File: config.mk
export PLATFORM = sky130hd
export DESIGN_NAME = priority_scheduler_with_aging_top
export DESIGN_NICKNAME = d
export VERILOG_FILES = /design/src/hw/rtl/psa_pkg.sv /design/src/hw/rtl/psa_ram.sv /design/src/hw/rtl/psa_ctrl.sv /design/src/hw/rtl/psa_dp.sv /design/src/hw/rtl/priority_scheduler_with_aging_top.sv
export VERILOG_INCLUDE_DIRS = /design/src /design/src/hw/rtl
export SDC_FILE = /design/constraint.sdc
export NUM_CORES = 1
export LEC_CHECK = 0
export BUFFER_PORTS_ARGS = -buffer_cell sky130_fd_sc_hd__buf_4
export CAP_MARGIN = 0
export CORE_UTILIZATION = 39
export CTS_CLUSTER_DIAMETER = 100
export CTS_CLUSTER_SIZE = 8
export DETAILED_ROUTE_END_ITERATION = 8
export GPL_TIMING_DRIVEN = 0
export PLACE_DENSITY_LB_ADDON = 0.15
export SYNTH_ARGS = -nofsm -noshare
export SYNTH_HDL_FRONTEND = slang
export SYNTH_SLANG_ARGS = --single-unit
File: constraint.sdc
create_clock -name clk -period 3.9 [get_ports clk]
set_input_delay 0.39 -clock clk [delete_from_list [all_inputs] [get_ports clk]]
set_output_delay 0.39 -clock clk [all_outputs]
set_load 0.02 [all_outputs]
File: src/hw/rtl/priority_scheduler_with_aging_top_macros.svh
// Assertion macros shared by the scheduler top level.
`ifndef PRIORITY_SCHEDULER_WITH_AGING_TOP_MACROS_SVH
`define PRIORITY_SCHEDULER_WITH_AGING_TOP_MACROS_SVH

// Same-cycle implication, sampled on clk, off during reset.
`define PSA_ASSERT_IMPL(label, ante, cons, msg) \
  label: assert property (@(posedge clk) disable iff (rst) (ante) |-> (cons)) else $error(msg);

// Next-cycle implication, sampled on clk, off during reset.
`define PSA_ASSERT_NEXT(label, ante, cons, msg) \
  label: assert property (@(posedge clk) disable iff (rst) (ante) |=> (cons)) else $error(msg);

`endif

File: src/hw/rtl/psa_pkg.sv
// Types, constants and helpers shared by the scheduler modules.
`timescale 1ns / 1ps

package psa_pkg;

  localparam int ID_W   = 8;
  localparam int PRIO_W = 10;
  localparam int REM_W  = 8;

  localparam logic [PRIO_W-1:0] PRIO_MAX  = {PRIO_W{1'b1}};
  // Done entries compare one above the largest stored priority
  localparam logic [PRIO_W:0]   DONE_PRIO = {1'b1, {PRIO_W{1'b0}}};

  localparam logic REQ_ADMIT = 1'b0;
  localparam logic REQ_TICK  = 1'b1;

  typedef struct packed {
    logic              req_type;
    logic [ID_W-1:0]   proc_id;
    logic [PRIO_W-1:0] proc_priority;
    logic [REM_W-1:0]  proc_burst;
  } req_t;

  typedef struct packed {
    logic              accepted;
    logic              ran;
    logic [ID_W-1:0]   run_id;
    logic [PRIO_W-1:0] run_priority;
    logic [REM_W-1:0]  run_remaining;
    logic              finished;
    logic              none_live;
  } rsp_t;

  typedef struct packed {
    logic [ID_W-1:0]   id;
    logic [PRIO_W-1:0] prio;
    logic [REM_W-1:0]  remaining;
    logic              done;
  } slot_t;

  localparam int SLOT_W = $bits(slot_t);

  typedef enum logic [1:0] {
    ST_IDLE,
    ST_SCAN,
    ST_RUN,
    ST_RESULT
  } state_t;

  typedef struct packed {
    logic accept;
    logic scan_step;
    logic run;
    logic out_load;
  } dp_cmd_t;

  typedef struct packed {
    logic scan_end;
    logic out_free;
  } dp_status_t;

  // Effective priority: done entries lose against every live one
  function automatic logic [PRIO_W:0] eff_prio(input slot_t s);
    logic [PRIO_W:0] r;
    r = s.done ? DONE_PRIO : {1'b0, s.prio};
    return r;
  endfunction

endpackage

File: src/hw/rtl/psa_ram.sv
// Generic single-write, single-read RAM with registered read data.
`timescale 1ns / 1ps

module psa_ram #(
  parameter int WIDTH = 8,
  parameter int DEPTH = 8
) (
  input  logic                     clk,
  input  logic                     we,
  input  logic [$clog2(DEPTH)-1:0] waddr,
  input  logic [WIDTH-1:0]         wdata,
  input  logic [$clog2(DEPTH)-1:0] raddr,
  output logic [WIDTH-1:0]         rdata
);

  logic [WIDTH-1:0] mem [DEPTH];

  // Write port
  always_ff @(posedge clk) begin
    if (we) begin
      mem[waddr] <= wdata;
    end
  end

  // Registered read port
  always_ff @(posedge clk) begin
    rdata <= mem[raddr];
  end

endmodule

File: src/hw/rtl/psa_ctrl.sv
// Sequencer for admit and tick items: drives the datapath commands.
`timescale 1ns / 1ps

module psa_ctrl (
  input  logic                 clk,
  input  logic                 rst,
  input  logic                 req_valid,
  input  logic                 req_type,
  output logic                 req_ready,
  input  psa_pkg::dp_status_t  status,
  output psa_pkg::dp_cmd_t     cmd
);

  import psa_pkg::*;

  state_t state;
  state_t state_next;

  // Hold state
  always_ff @(posedge clk) begin
    if (rst) begin
      state <= ST_IDLE;
    end else begin
      state <= state_next;
    end
  end

  // Advance through the item
  always_comb begin
    state_next = state;
    case (state)
      ST_IDLE: begin
        if (req_valid) begin
          state_next = (req_type == REQ_TICK) ? ST_SCAN : ST_RESULT;
        end
      end
      ST_SCAN: begin
        if (status.scan_end) begin
          state_next = ST_RUN;
        end
      end
      ST_RUN: begin
        state_next = ST_RESULT;
      end
      ST_RESULT: begin
        if (status.out_free) begin
          state_next = ST_IDLE;
        end
      end
      default: begin
        state_next = ST_IDLE;
      end
    endcase
  end

  // Drive commands
  always_comb begin
    req_ready     = 1'b0;
    cmd           = '0;
    case (state)
      ST_IDLE: begin
        req_ready  = 1'b1;
        cmd.accept = req_valid;
      end
      ST_SCAN: begin
        cmd.scan_step = 1'b1;
      end
      ST_RUN: begin
        cmd.run = 1'b1;
      end
      ST_RESULT: begin
        cmd.out_load = status.out_free;
      end
      default: begin
        req_ready = 1'b0;
      end
    endcase
  end

endmodule

File: src/hw/rtl/psa_dp.sv
// Slot table, front entry, scan pass, run step and output register.
`timescale 1ns / 1ps

module psa_dp #(
  parameter int SLOTS = 8
) (
  input  logic                clk,
  input  logic                rst,
  input  psa_pkg::dp_cmd_t    cmd,
  output psa_pkg::dp_status_t status,
  input  psa_pkg::req_t       req,
  input  logic                rsp_ready,
  output logic                rsp_valid,
  output psa_pkg::rsp_t       rsp
);

  import psa_pkg::*;

  localparam int AW = $clog2(SLOTS);
  localparam int CW = $clog2(SLOTS + 1);
  localparam logic [CW-1:0] FULL = CW'(SLOTS);

  // Control state
  logic [CW-1:0] entry_count;
  logic [CW-1:0] live_count;
  logic [CW-1:0] rd_idx;
  logic          cmp_v;

  // Payload state
  logic [AW-1:0] cmp_idx;
  slot_t         front;
  rsp_t          res;
  rsp_t          res_out;

  // RAM signals
  logic              mem_we;
  logic [AW-1:0]     mem_waddr;
  slot_t             mem_wdata;
  logic [SLOT_W-1:0] mem_rdata;
  slot_t             rd_slot;

  logic              admit_ok;
  logic              lower;
  logic              run_live;
  logic [REM_W-1:0]  run_rem;
  logic [PRIO_W-1:0] run_prio;
  slot_t             new_slot;

  assign rd_slot = slot_t'(mem_rdata);

  // Decode the incoming item
  assign admit_ok = (req.req_type == REQ_ADMIT) && (entry_count < FULL);
  assign new_slot = '{id: req.proc_id, prio: req.proc_priority,
                      remaining: req.proc_burst, done: 1'b0};

  // Compare fetched slot against the front entry
  assign lower = eff_prio(rd_slot) < eff_prio(front);

  // Age and run the front entry
  assign run_live = (entry_count != '0) && !front.done;
  assign run_rem  = (front.remaining != '0) ? front.remaining - 1'b1 : front.remaining;
  assign run_prio = (front.prio != PRIO_MAX) ? front.prio + 1'b1 : front.prio;

  // Table write: admits past the front, or the displaced front during a scan
  always_comb begin
    mem_we    = 1'b0;
    mem_waddr = entry_count[AW-1:0];
    mem_wdata = new_slot;
    if (cmd.scan_step) begin
      mem_we    = cmp_v && lower;
      mem_waddr = cmp_idx;
      mem_wdata = front;
    end else if (cmd.accept) begin
      mem_we = admit_ok && (entry_count != '0);
    end
  end

  psa_ram #(
    .WIDTH (SLOT_W),
    .DEPTH (SLOTS)
  ) u_slots (
    .clk   (clk),
    .we    (mem_we),
    .waddr (mem_waddr),
    .wdata (SLOT_W'(mem_wdata)),
    .raddr (rd_idx[AW-1:0]),
    .rdata (mem_rdata)
  );

  // Report progress to the sequencer
  assign status.scan_end = !(rd_idx < entry_count);
  assign status.out_free = !rsp_valid || rsp_ready;

  // Merge the live flag into the finished result
  always_comb begin
    res_out           = res;
    res_out.none_live = (live_count == '0);
  end

  // Counters, scan pipeline and output valid
  always_ff @(posedge clk) begin
    if (rst) begin
      entry_count <= '0;
      live_count  <= '0;
      rd_idx      <= '0;
      cmp_v       <= 1'b0;
      rsp_valid   <= 1'b0;
    end else begin
      if (cmd.accept) begin
        rd_idx <= CW'(1);
        cmp_v  <= 1'b0;
        if (admit_ok) begin
          entry_count <= entry_count + 1'b1;
          live_count  <= live_count + 1'b1;
        end
      end
      if (cmd.scan_step) begin
        if (rd_idx < entry_count) begin
          rd_idx <= rd_idx + 1'b1;
          cmp_v  <= 1'b1;
        end else begin
          cmp_v  <= 1'b0;
        end
      end
      if (cmd.run && run_live && (run_rem == '0)) begin
        live_count <= live_count - 1'b1;
      end
      if (cmd.out_load) begin
        rsp_valid <= 1'b1;
      end else if (rsp_ready) begin
        rsp_valid <= 1'b0;
      end
    end
  end

  // Front entry, swap, result and output payload
  always_ff @(posedge clk) begin
    if (cmd.accept) begin
      res <= '{accepted: admit_ok, default: '0};
      if (admit_ok && (entry_count == '0)) begin
        front <= new_slot;
      end
    end
    if (cmd.scan_step) begin
      if (rd_idx < entry_count) begin
        cmp_idx <= rd_idx[AW-1:0];
      end
      if (cmp_v && lower) begin
        front <= rd_slot;
      end
    end
    if (cmd.run && run_live) begin
      front.remaining   <= run_rem;
      front.prio        <= run_prio;
      front.done        <= (run_rem == '0);
      res.ran           <= 1'b1;
      res.run_id        <= front.id;
      res.run_priority  <= run_prio;
      res.run_remaining <= run_rem;
      res.finished      <= (run_rem == '0);
    end
    if (cmd.out_load) begin
      rsp <= res_out;
    end
  end

endmodule

File: src/hw/rtl/priority_scheduler_with_aging_top.sv
// Top level of the priority scheduler with aging.
`timescale 1ns / 1ps
// Usage:
//   req channel (req_valid / req_ready / req) takes one item at a time:
//   an admit appends a process to the table, a tick runs the best one.
//   rsp channel (rsp_valid / rsp_ready / rsp) returns one item per request.
// Sequence, request accept to rsp_valid:
//   admit: straight to the result state, which loads the output register.
//   tick:  scan, run, then result; the scan reads one slot a cycle
//          from the slot RAM and compares it with the front entry held in
//          registers.
// Occupancy: req_ready is high again once the result is loaded, so a new
//   item is taken only after the result of the one before has been loaded.
// Reset: rst (synchronous) empties the table and clears all handshakes;
//   slot contents are not cleared and are only read once written.
// Stall: a result waits in the output register while rsp_ready is low; the
//   next request is still taken and worked on, and its result is held back
//   until the register frees.
`include "priority_scheduler_with_aging_top_macros.svh"

module priority_scheduler_with_aging_top #(
  parameter int SLOTS = 8
) (
  input  logic          clk,
  input  logic          rst,
  input  logic          req_valid,
  output logic          req_ready,
  input  psa_pkg::req_t req,
  output logic          rsp_valid,
  input  logic          rsp_ready,
  output psa_pkg::rsp_t rsp
);

  import psa_pkg::*;

  dp_cmd_t    cmd;
  dp_status_t status;

  psa_ctrl u_ctrl (
    .clk       (clk),
    .rst       (rst),
    .req_valid (req_valid),
    .req_type  (req.req_type),
    .req_ready (req_ready),
    .status    (status),
    .cmd       (cmd)
  );

  psa_dp #(
    .SLOTS (SLOTS)
  ) u_dp (
    .clk       (clk),
    .rst       (rst),
    .cmd       (cmd),
    .status    (status),
    .req       (req),
    .rsp_ready (rsp_ready),
    .rsp_valid (rsp_valid),
    .rsp       (rsp)
  );

  // Checks on the sequencing and result consistency
  `PSA_ASSERT_NEXT(a_busy_after_accept, req_valid && req_ready, !req_ready, "ready after accept")
  `PSA_ASSERT_IMPL(a_fin_means_ran, rsp_valid && rsp.finished, rsp.ran && (rsp.run_remaining == '0), "finish without run")
  `PSA_ASSERT_IMPL(a_ran_not_admit, rsp_valid && rsp.ran, !rsp.accepted, "run and admit together")
  `PSA_ASSERT_IMPL(a_live_left, rsp_valid && rsp.ran && !rsp.finished, !rsp.none_live, "live process lost")

endmodule

==> flow_summary_export.csv, run 1 <==
group,metric,value,unit
placement,gp_congestion,0.7891,
global_route,first_global_vias,7893,
synthesis,yosys.area_share.simple,0.06428,
min_path,min_path_type,"input pin to flip-flop",
setup_path,start_kind,"flip-flop",
synthesis,synth_fa_ha_area_frac,0.02282,
drt,drt-pass1-iter-count,4,
floorplan,std_cell_rows,69,
setup_path,worstPathRequired,4.16,ns
setup_path,cp.depth,12,
synthesis,synth_xor_xnor_area_share,0.008024,
floorplan,dieArea,36750,um^2
drt,drtIter0Drc,510,
sta,skew,0.01612,ns
cts,htree_levels,2,
global_route,grt_use_total,0.1785,
drt,wirelength,31570,um
floorplan,initial_utilization,0.3955,
run_status,outcome,"complete, no violations",
floorplan,die_y,191.7,um
synthesis,netlist_instances,842,
cts,clock_latency,0.56,ns
setup_path,slowest_stage,"dfxtp_1",
power_and_ir_drop,pwr-share-seq,0.447,
setup_path,crit_buf_inv,4,
setup_path,rr_worst_depth,12,
power_and_ir_drop,p_int,8.078,mW
setup_path,path_cells,"clkinvlp_4 -> nand2_1 -> ha_1 -> a21o_1 -> a21o_1 -> a211oi_1 -> and3_1 -> buf_2 -> buf_2 -> o21ai_1 -> nor2_4 -> buf_16",
sta,final-hold-violation-count,0,
drt,vias,7728,
synthesis,synth-seq-cells,348,
drt,ant_nets,0,
setup_path,path_class,"flip-flop to flip-flop",
cts,clk_path_buf_depth,3,
drt,avgRoutedWirePerCell,21.45,um
synthesis,synth_cell_types,59,
flow_run,cap_violations,0,
floorplan,core_area,35480,um^2
setup_path,max_stage_delay,0.50,ns
setup_path,r2r_slack,0.25,ns
sta,rsz0062_at_grt,"no",
synthesis,synth_top_family_by_area,"multiplexers",
sta,setup_viol,0,
setup_path,rr_startpoint,"u_dp.front[0]",
power_and_ir_drop,p_per_area,660.8,nW/um^2
sta,max_freq,273.7,MHz
synthesis,synthFlopType,"edfxtp_1",
cts,cts_tree,"yes",
sta,slew_headroom,0.2347,
floorplan,io_pins,63,
cts,cts.clk_slew.worst_paths,0.05,ns
cts,ctsHoldBuffers,0,
cts,cts_buffers,49,
setup_path,path_max_fanout,16,
drt,remaining_drc_errors,0,
sta,fin_ws,0.2461,ns
global_route,grt_first_pass_wirelength,48200,um
min_path,worstHoldStart,"req[24]",
placement,placed_area,15310,um^2
global_route,grt_overflow,0,
placement,hpwlAfterDp,20790,um
sta,post-route-period-util,0.9369,
floorplan,die_width,191.7,um
finish,design.final.nets,1028,
setup_path,critPathCaptureType,"flip-flop",
power_and_ir_drop,clkPwrFrac,0.357,
finish,fin_area,16860,um^2
placement,pre_cts_ws,-0.3922,ns
power_and_ir_drop,combPwrFrac,0.196,
power_and_ir_drop,switching_power,3.062,mW
cts,cts.sinks,348,
finish,fillers,3054,
synthesis,synthMuxAreaShare,0.1457,
power_and_ir_drop,finalPower,11.14,mW
drt,viasPerCell,5.250,
setup_path,endpoint,"u_dp.u_slots.mem[3][1]",
synthesis,ys_seq_area_frac,0.6939,
placement,io_buffers,62,
setup_path,crit_path_start,"u_dp.front[0]",
sta,min_period,3.654,ns
synthesis,synth_area,14030,um^2
synthesis,ys_warn_count,0,
setup_path,reg2reg_to,"u_dp.u_slots.mem[3][1]",
setup_path,crit_family,"buffers and inverters",
power_and_ir_drop,swShare,0.2749,
synthesis,synth.net_count,898,
sta,holdWs,0.1190,ns
finish,layout-area-overhead-vs-synth,20.11,%
setup_path,arrival,3.91,ns
synthesis,synth_edf_count,277,
finish,drive_gt1_frac,0.2770,
synthesis,synth.avg_cell_area,16.67,um^2
power_and_ir_drop,ir_drop,0.3788,mV
power_and_ir_drop,p_leak,5.864,nW
global_route,grt_max_degree,31,
finish,n_antenna_cell,0,
sta,slew_violations,0,
cts,clockRootBuffer,"clkbuf_16",
synthesis,synth_compound_area_frac,0.04636,
synthesis,async_flop_share,0,
sta,tightest_slew,1.145,ns
global_route,antenna_found_initial,0,
kinds of logic (layout without fill, tap and decap cells):
kind of cell / Yosys count / count (layout)
DFF: 348 / 348
muxes: 130 / 130
buffers and inverters: 61 / 230
and+or+nand+nor: 173 / 173
xor gates and xnor gates: 12 / 12
adders and majority gates: 25 / 25
AOI/OAI and AO/OA: 93 / 93
state kept, by name (all words and copies together) (netlist names):
name                cells
u_ctrl.state            2
u_dp.cmp_idx            3
u_dp.cmp_v              1
u_dp.entry_count        4
u_dp.front             27
u_dp.live_count         4
u_dp.rd_idx             4
u_dp.res               29
u_dp.rsp               30
u_dp.rsp_valid          1
u_dp.u_slots.mem      216
u_dp.u_slots.rdata     27
placed cells by master (no fill, tap or decap), types with 22 or more instances in the layout:
master     synthesis  final
buf_4              1     72
clkbuf_1          23     58
clkbuf_16          0     50
dfxtp_1           71     71
edfxtp_1         277    277
ha_1              24     24
mux2_2            54     54
mux2i_1           22     22
mux4_2            54     54
nand2_1           40     40
nor2_1            42     34
nor3_1            23     23
o21ai_0           23     22
per-layer routing:
metal / vias up / track usage / routed length [um] / share of wire
li1: 3581 / - / - / -
met1: 3946 / 0.2569 / 15270 / 0.48
met2: 157 / 0.2753 / 14460 / 0.46
met3: 44 / 0.03033 / 1287 / 0.041
met4: 0 / 0.05586 / 562 / 0.018
met5: - / 0 / 0 / 0
area by class of cell:
type / count / area, um^2 / area share
Clock inverter: 3 / 66.31 / 0.003934
Tap cell: 461 / 576.8 / 0.03422
Timing Repair Buffer: 80 / 720.7 / 0.04275
Buffer: 41 / 191.4 / 0.01136
Inverter: 19 / 75.07 / 0.004453
Clock buffer: 87 / 1390 / 0.08246
Multi-Input combinational cell: 433 / 4098 / 0.2431
Sequential cell: 348 / 9739 / 0.5777
stage by stage:
step             util  std cells  TNS, ns
6_report       0.4751       1472        0
5_1_grt        0.4751       1472        0
4_1_cts        0.4743       1469        0
3_5_place_dp   0.4315       1373   -30.73
3_3_place_gp   0.4249       1365  -419.74
2_1_floorplan       -        842        0
power by group through the flow:
stage / combinational, mW / sequential (mW) / clock [mW]
after floorplan: 1.55 / 4.97 / 0
after global placement: 2.16 / 5.04 / 0
after detailed placement: 2.20 / 5.04 / 0
after CTS: 2.21 / 4.97 / 4.07
after global routing: 2.43 / 5.02 / 4.21
final: 2.19 / 4.98 / 3.97
synthesized netlist by cell type, types with 3 or more instances:
| cell | instances | share of area |
|---|---|---|
| edfxtp_1 | 277 | 0.59 |
| dfxtp_1 | 71 | 0.10 |
| mux2_2 | 54 | 0.043 |
| mux4_2 | 54 | 0.087 |
| nor2_1 | 42 | 0.011 |
| nand2_1 | 40 | 0.011 |
| ha_1 | 24 | 0.021 |
| clkbuf_1 | 23 | 0.0062 |
| nor3_1 | 23 | 0.0082 |
| o21ai_0 | 23 | 0.0082 |
| mux2i_1 | 22 | 0.016 |
| a21oi_1 | 21 | 0.0075 |
| a311o_1 | 17 | 0.012 |
| inv_1 | 17 | 0.0045 |
| nor2b_1 | 15 | 0.0067 |
| buf_2 | 14 | 0.0050 |
| and2_1 | 9 | 0.0040 |
| nand3_1 | 9 | 0.0032 |
| xnor2_1 | 8 | 0.0050 |
| nand2b_1 | 7 | 0.0031 |
| a21o_1 | 6 | 0.0032 |
| a2111oi_0 | 5 | 0.0031 |
| a211oi_1 | 5 | 0.0027 |
| nand4_1 | 4 | 0.0018 |
| nor3b_1 | 4 | 0.0021 |
| a31oi_1 | 3 | 0.0013 |
| and3_1 | 3 | 0.0013 |
| nand3b_1 | 3 | 0.0016 |
| xor2_1 | 3 | 0.0019 |
worst min-delay path: cells and delay by family:
| kind | cells | cell delay (ns) |
|---|---|---|
| AOI/OAI and AO/OA | 1 | 0.12 |
| muxes | 1 | 0.05 |
| buffers and inverters | 1 | 0.08 |
timing repair:
action / 4_1_cts / 5_1_grt
pin swaps: 5 / 1
setup buffers: 7 / 3
endpoints found under the setup margin: 187 / 66
resized for setup: 2 / 1
worst min-delay path by stage:
stage,end,slack [ns],depth (start not counted)
floorplan,u_dp.rsp[10],0.40,0
global placement,u_dp.rsp[7],0.40,0
detailed placement,u_dp.rsp[20],0.40,0
CTS,u_dp.front[25],0.09,3
global route,u_dp.front[23],0.13,3
finish,u_dp.front[25],0.12,3
(Power assumes the default switching activity.)
==> run 2: changes to the inputs <==
Settings changed: PLACE_DENSITY_LB_ADDON 0.15 to unset, SYNTH_HIERARCHICAL set to 1.
==> run 2 against run 1 <==
Cell area is 2.6% higher. Final cell count is 0.95% lower. Non-clock buffer count is 3 lower. Total power is 0.98% higher. Clock skew is 0.0060 ns higher. Critical path depth is 1 higher.
==> flow_summary_export.csv, run 2 <==
group,metric,value,unit
run_status,outcome,"complete, no violations",
cts,htree_levels,2,
drt,met2_length,15440,um
sta,final-hold-violation-count,0,
global_route,grt_first_pass_wirelength,47310,um
power_and_ir_drop,swShare,0.2728,
synthesis,ys_warn_count,6,
sta,setup_viol,0,
floorplan,core_area,35830,um^2
sta,slew_headroom,0.3473,
floorplan,die_y,193.6,um
synthesis,synth_top_cell_by_area,"edfxtp_1",
min_path,worstHoldStart,"rst",
sta,min_period,3.572,ns
drt,viasPerCell,5.247,
sta,rsz0062_at_grt,"no",
finish,fin_util,0.4826,
cts,cts.sinks,348,
setup_path,r2r_slack,0.33,ns
sta,setup_tns,0,ns
global_route,grt_use_total,0.1685,
synthesis,synth_cell_types,54,
placement,gp_congestion,0.8111,
global_route,antenna_found_initial,0,
drt,vias,7650,
setup_path,critPathCaptureType,"flip-flop",
sta,holdWs,0.08476,ns
synthesis,synth.avg_cell_area,17.32,um^2
finish,final_common_cell,"edfxtp_1",
synthesis,synth_top_area_share,0.5808,
power_and_ir_drop,clkPwrFrac,0.349,
finish,top_regs,"u_dp/u_slots/mem (216), u_dp/rsp (30), u_dp/res (29)",
setup_path,worstPathRequired,4.14,ns
synthesis,ys_seq_area_frac,0.6800,
finish,largest_reg_flops,216,
synthesis,synth_edf_count,277,
power_and_ir_drop,p_per_area,650.6,nW/um^2
sta,tightest_slew,0.9688,ns
floorplan,std_cell_rows,69,
setup_path,reg2reg_to,"u_dp/u_slots/mem[4][6]",
setup_path,path_max_fanout,19,
global_route,first_global_vias,7808,
drt,avgRoutedWirePerCell,21.34,um
floorplan,io_pins,63,
setup_path,start_kind,"flip-flop",
finish,layout-area-overhead-vs-synth,20.72,%
drt,met3_length,1478,um
min_path,worstHoldEndpoint,"u_ctrl/state[0]",
min_path,min_path_type,"input pin to flip-flop",
global_route,grt_max_degree,32,
min_path,hold_depth,2,
power_and_ir_drop,pwr-share-seq,0.443,
cts,ctsHoldBuffers,0,
sta,post-route-period-util,0.9159,
sta,slew_violations,0,
setup_path,path_class,"flip-flop to flip-flop",
finish,layout_common_cells,"edfxtp_1 (277), dfxtp_1 (71), mux2_2 (71), buf_4 (63), mux4_1 (54)",
drt,wirelength,31110,um
cts,cts.clk_slew.worst_paths,0.05,ns
finish,regMostFlops,"u_dp/u_slots/mem",
synthesis,synth_area,14320,um^2
synthesis,synthTopCellsByCount,"edfxtp_1 (277), dfxtp_1 (71), mux2_2 (71)",
cts,clk_path_buf_depth,3,
power_and_ir_drop,p_int,8.181,mW
cts,clock_latency,0.55,ns
sta,skew,0.02208,ns
synthesis,synthFlopType,"edfxtp_1",
power_and_ir_drop,combPwrFrac,0.209,
drt,ant_nets,0,
synthesis,synth.net_count,883,
synthesis,synth-seq-cells,348,
cts,cts_tree,"yes",
drt,highest_layer,"met4",
synthesis,synth_most_common_cell,"edfxtp_1",
synthesis,async_flop_share,0,
cts,clockRootBuffer,"clkbuf_16",
synthesis,netlist_instances,827,
finish,drive_gt1_frac,0.2427,
cts,cts_buffers,49,
setup_path,arrival,3.82,ns
floorplan,die_width,193.6,um
setup_path,rr_worst_depth,13,
drt,drt-pass1-iter-count,4,
power_and_ir_drop,finalPower,11.25,mW
finish,n_antenna_cell,0,
floorplan,initial_utilization,0.3998,
floorplan,dieArea,37490,um^2
finish,design.final.nets,1012,
power_and_ir_drop,switching_power,3.068,mW
drt,drtIter0Drc,447,
setup_path,rr_startpoint,"u_dp/u_slots/rdata[0]",
drt,remaining_drc_errors,0,
placement,hpwlAfterDp,19970,um
power_and_ir_drop,ir_drop,0.3450,mV
placement,io_buffers,62,
global_route,grt_overflow,0,
synthesis,synth_area_leaders,"edfxtp_1 (58%), dfxtp_1 (9.9%), mux4_1 (9.9%)",
flow_run,cap_violations,0,
sta,max_freq,279.9,MHz
power_and_ir_drop,p_leak,6.137,nW
drt,met1Wirelength,13650,um
run 2: cell types whose count changed in the layout (fill, tap and decap cells not counted), moves of 7 or more:
| cell | before | now |
|---|---|---|
| buf_2 | 14 | 4 |
| o21ai_0 | 22 | 8 |
| o21bai_1 | 1 | 16 |
| mux4_2 | 54 | 0 |
| mux4_1 | 0 | 54 |
| buf_1 | 2 | 9 |
| mux2i_1 | 22 | 33 |
| nor3_1 | 23 | 9 |
| nand2_1 | 40 | 27 |
| buf_4 | 72 | 63 |
| mux2_2 | 54 | 71 |
| a311o_1 | 17 | 0 |
| buf_16 | 1 | 10 |
run 2: how the worst max path moves through the flow:
stage	startpoint	end	depth (start not counted)
floorplan	u_dp/front[0]	u_dp/u_slots/mem[2][0]	13
global placement	u_dp/u_slots/rdata[0]	u_dp/u_slots/mem[1][12]	12
detailed placement	u_dp/u_slots/rdata[0]	u_dp/u_slots/mem[4][9]	14
CTS	u_dp/u_slots/rdata[0]	u_dp/u_slots/mem[6][9]	12
global route	u_dp/front[0]	u_dp/u_slots/mem[4][10]	13
finish	u_dp/u_slots/rdata[0]	u_dp/u_slots/mem[4][6]	13
run 2: kinds of logic (layout without fill, tap and decap cells):
kind of cell | count (synthesis) | in the layout | share of synthesized area
adder cells (fa/ha/maj) | 25 | 25 | 0.02236
XOR/XNOR | 8 | 8 | 0.004892
multiplexers | 160 | 160 | 0.1798
AND/OR/NAND/NOR | 152 | 152 | 0.05818
buffers and inverters | 59 | 229 | 0.01966
flip-flops | 348 | 348 | 0.6800
AO/OA/AOI/OAI | 75 | 75 | 0.03512
run 2: metal layers:
layer  up-vias  global-route usage
met4         0             0.04770
li1       3534                   -
met1      3896              0.2214
met3        52             0.03027
met2       168              0.2864
met5         -                   0
run 2: what timing repair did:
action | CTS | global route
setup endpoints to repair | 216 | 50
setup buffers | 6 | 1
pin swaps | 7 | 1
gates resized for setup | 0 | 4
run 2: area by class of cell:
type	instances	area [um^2]
Inverter	19	71.32
Fill cell	2963	18540
Clock inverter	4	71.32
Timing Repair Buffer	80	883.3
Multi-Input combinational cell	420	4370
Sequential cell	348	9739
Clock buffer	88	1373
Tap cell	461	576.8
Buffer	38	205.2
run 2: metrics by stage:
stage          cells  cell area (um^2)  setup slack, ns
2_1_floorplan    827             14330           0.1255
3_5_place_dp    1360             15700          -0.4251
4_1_cts         1457             17240          0.07685
6_report        1458             17290           0.3279
3_3_place_gp    1350             15370           -1.966
5_1_grt         1458             17290          0.08622
run 2: power groups by stage:
| stage | clock (mW) | sequential, mW | combinational [mW] |
|---|---|---|---|
| after CTS | 4.02 | 4.98 | 2.35 |
| final | 3.92 | 4.98 | 2.35 |
| after global placement | 0 | 5.05 | 2.25 |
| after detailed placement | 0 | 5.05 | 2.33 |
| after floorplan | 0 | 5.01 | 1.65 |
| after global routing | 4.19 | 5.02 | 2.59 |
run 2: worst max-delay path, stage by stage, from the launching register on:
cell      delay (ns)
dfxtp_1         0.43
clkbuf_2        0.30
nor2b_1         0.09
ha_1            0.33
a21o_1          0.20
a21oi_1         0.14
a21o_1          0.14
nand4_1         0.08
buf_2           0.34
o31ai_1         0.20
nand2_1         0.31
nor3_4          0.34
buf_16          0.19
buf_16          0.16
==> run 3: changes to the inputs <==
Settings changed: CORE_ASPECT_RATIO set to 1.4, SLEW_MARGIN set to 5.
==> run 3 against run 2 <==
Register-to-register slack worse by 0.06 ns. Worst hold slack worse by 0.0076 ns. Largest power group unchanged. Total power down 0.12%. Setup slack worse by 0.056 ns. Largest cell class unchanged.
==> flow_summary_export.csv, run 3 (synthesis results as in run 2) <==
group,metric,value,unit
sta,fin_ws,0.2717,ns
cts,cts.sinks,348,
setup_path,start_kind,"flip-flop",
finish,layout-area-overhead-vs-synth,20.70,%
run_status,outcome,"complete, no violations",
finish,largest_reg_flops,216,
drt,avgRoutedWirePerCell,21.49,um
drt,vias,7691,
global_route,grt_use_total,0.1731,
sta,tightest_slew,0.9347,ns
finish,fillers,3018,
global_route,grt_util_met1,0.2017,
drt,drtIter0Drc,385,
power_and_ir_drop,p_leak,6.134,nW
global_route,busiest_layer,"met2",
setup_path,path_max_fanout,19,
setup_path,worstPathRequired,4.16,ns
sta,max_freq,275.6,MHz
cts,cts.clk_slew.worst_paths,0.05,ns
cts,cts_tree,"yes",
global_route,grt_max_degree,32,
global_route,grt_util_met3,0.02813,
power_and_ir_drop,ir_drop,0.3262,mV
sta,post-route-period-util,0.9303,
floorplan,std_cell_rows,82,
min_path,min_path_type,"input pin to flip-flop",
finish,design.final.nets,1015,
cts,clk_path_buf_depth,3,
finish,drive_gt1_frac,0.2442,
cts,ctsHoldBuffers,0,
global_route,grt_overflow,0,
sta,holdWs,0.07712,ns
cts,clockRootBuffer,"clkbuf_16",
floorplan,dieArea,37510,um^2
finish,final_common_cell,"edfxtp_1",
power_and_ir_drop,finalPower,11.24,mW
drt,remaining_drc_errors,0,
placement,io_buffers,62,
finish,layout_common_cells,"edfxtp_1 (277), dfxtp_1 (71), mux2_2 (71), buf_4 (64), mux4_1 (54)",
floorplan,io_pins,63,
sta,slew_headroom,0.3703,
global_route,first_global_vias,8100,
sta,setup_viol,0,
global_route,grt_use_met2,0.3146,
placement,gp_congestion,0.8315,
drt,viasPerCell,5.279,
drt,wirelength,31320,um
setup_path,path_class,"flip-flop to flip-flop",
finish,regMostFlops,"u_dp/u_slots/mem",
power_and_ir_drop,p_per_area,649.9,nW/um^2
floorplan,die_y,228.7,um
finish,fin_util,0.4800,
sta,min_period,3.628,ns
floorplan,initial_utilization,0.3977,
sta,rsz0062_at_grt,"no",
cts,htree_levels,2,
sta,final-hold-violation-count,0,
cts,clock_latency,0.56,ns
sta,slew_violations,0,
finish,top_regs,"u_dp/u_slots/mem (216), u_dp/rsp (30), u_dp/res (29)",
placement,placed_cells,1361,
setup_path,critPathCaptureType,"flip-flop",
floorplan,core_area,36010,um^2
finish,n_antenna_cell,0,
floorplan,die_width,164.0,um
cts,cts_buffers,49,
setup_path,arrival,3.88,ns
global_route,grt_first_pass_wirelength,47580,um
sta,skew,0.01459,ns
placement,pre_cts_ws,-0.3549,ns
drt,drt-pass1-iter-count,4,
flow_run,cap_violations,0,
placement,hpwlAfterDp,20940,um
drt,ant_nets,0,
finish,instances_no_fill,1457,
global_route,antenna_found_initial,0,
[run 3: changes by cell type in the layout (fill, tap and decap cells not counted), sizes merged]
cell	change
clkbuf	-3
buf	+1
[run 3: metrics by stage]
stage	setup TNS, ns	instance area [um^2]
after floorplan	0	14330
after global placement	-431.91	15380
after detailed placement	-51.31	15690
after CTS	0	17280
after global routing	0	17290
final	0	17290
[run 3: timing repair]
| item | 4_1_cts | 5_1_grt |
|---|---|---|
| setup endpoints to repair | 216 | 52 |
| setup buffers | 10 | 0 |
| resized for setup | 0 | 1 |
| pin swaps | 8 | 0 |
[run 3: cell type report]
class	instances	area (um^2)	share of cell area
Tap cell	462	578.1	0.03344
Sequential cell	348	9739	0.5634
Clock buffer	83	1354	0.07831
Multi-Input combinational cell	420	4373	0.2530
Clock inverter	4	71.32	0.004126
Timing Repair Buffer	82	890.9	0.05153
Inverter	19	71.32	0.004126
Buffer	39	209.0	0.01209
[run 3: worst paths after layout]
check | from | to | slack (ns) | cells past startpoint
setup / recovery | u_dp/u_slots/rdata[0] | u_dp/u_slots/mem[0][12] | 0.27 | 13
hold / removal | rst | u_ctrl/state[0] | 0.08 | 2
setup reg to reg | u_dp/u_slots/rdata[0] | u_dp/u_slots/mem[0][12] | 0.27 | 13
hold reg to reg | u_dp/res[12] | u_dp/rsp[12] | 0.41 | 0
[run 3: layer usage]
metal	up-vias	share of wire
met5	-	0
met4	0	0.025
met3	55	0.037
met2	164	0.54
met1	3936	0.40
li1	3536	-
[run 3: report_power, final]
group | internal [mW] | leakage (nW) | switching [mW]
clock network | 2.40 | 0.676 | 1.51
registers | 4.73 | 3.11 | 0.266
logic | 1.01 | 2.34 | 1.32
total | 8.14 | 6.13 | 3.09
[run 3: worst max-delay path, cell delays in order (launching register included)]
cell      delay, ns
dfxtp_1        0.41
clkbuf_1       0.46
nor2b_1        0.11
ha_1           0.35
a21o_1         0.19
a21oi_1        0.14
a21o_1         0.15
nand4_1        0.09
clkbuf_4       0.34
o31ai_1        0.17
nand2b_1       0.30
nor3_4         0.28
buf_12         0.15
buf_8          0.16
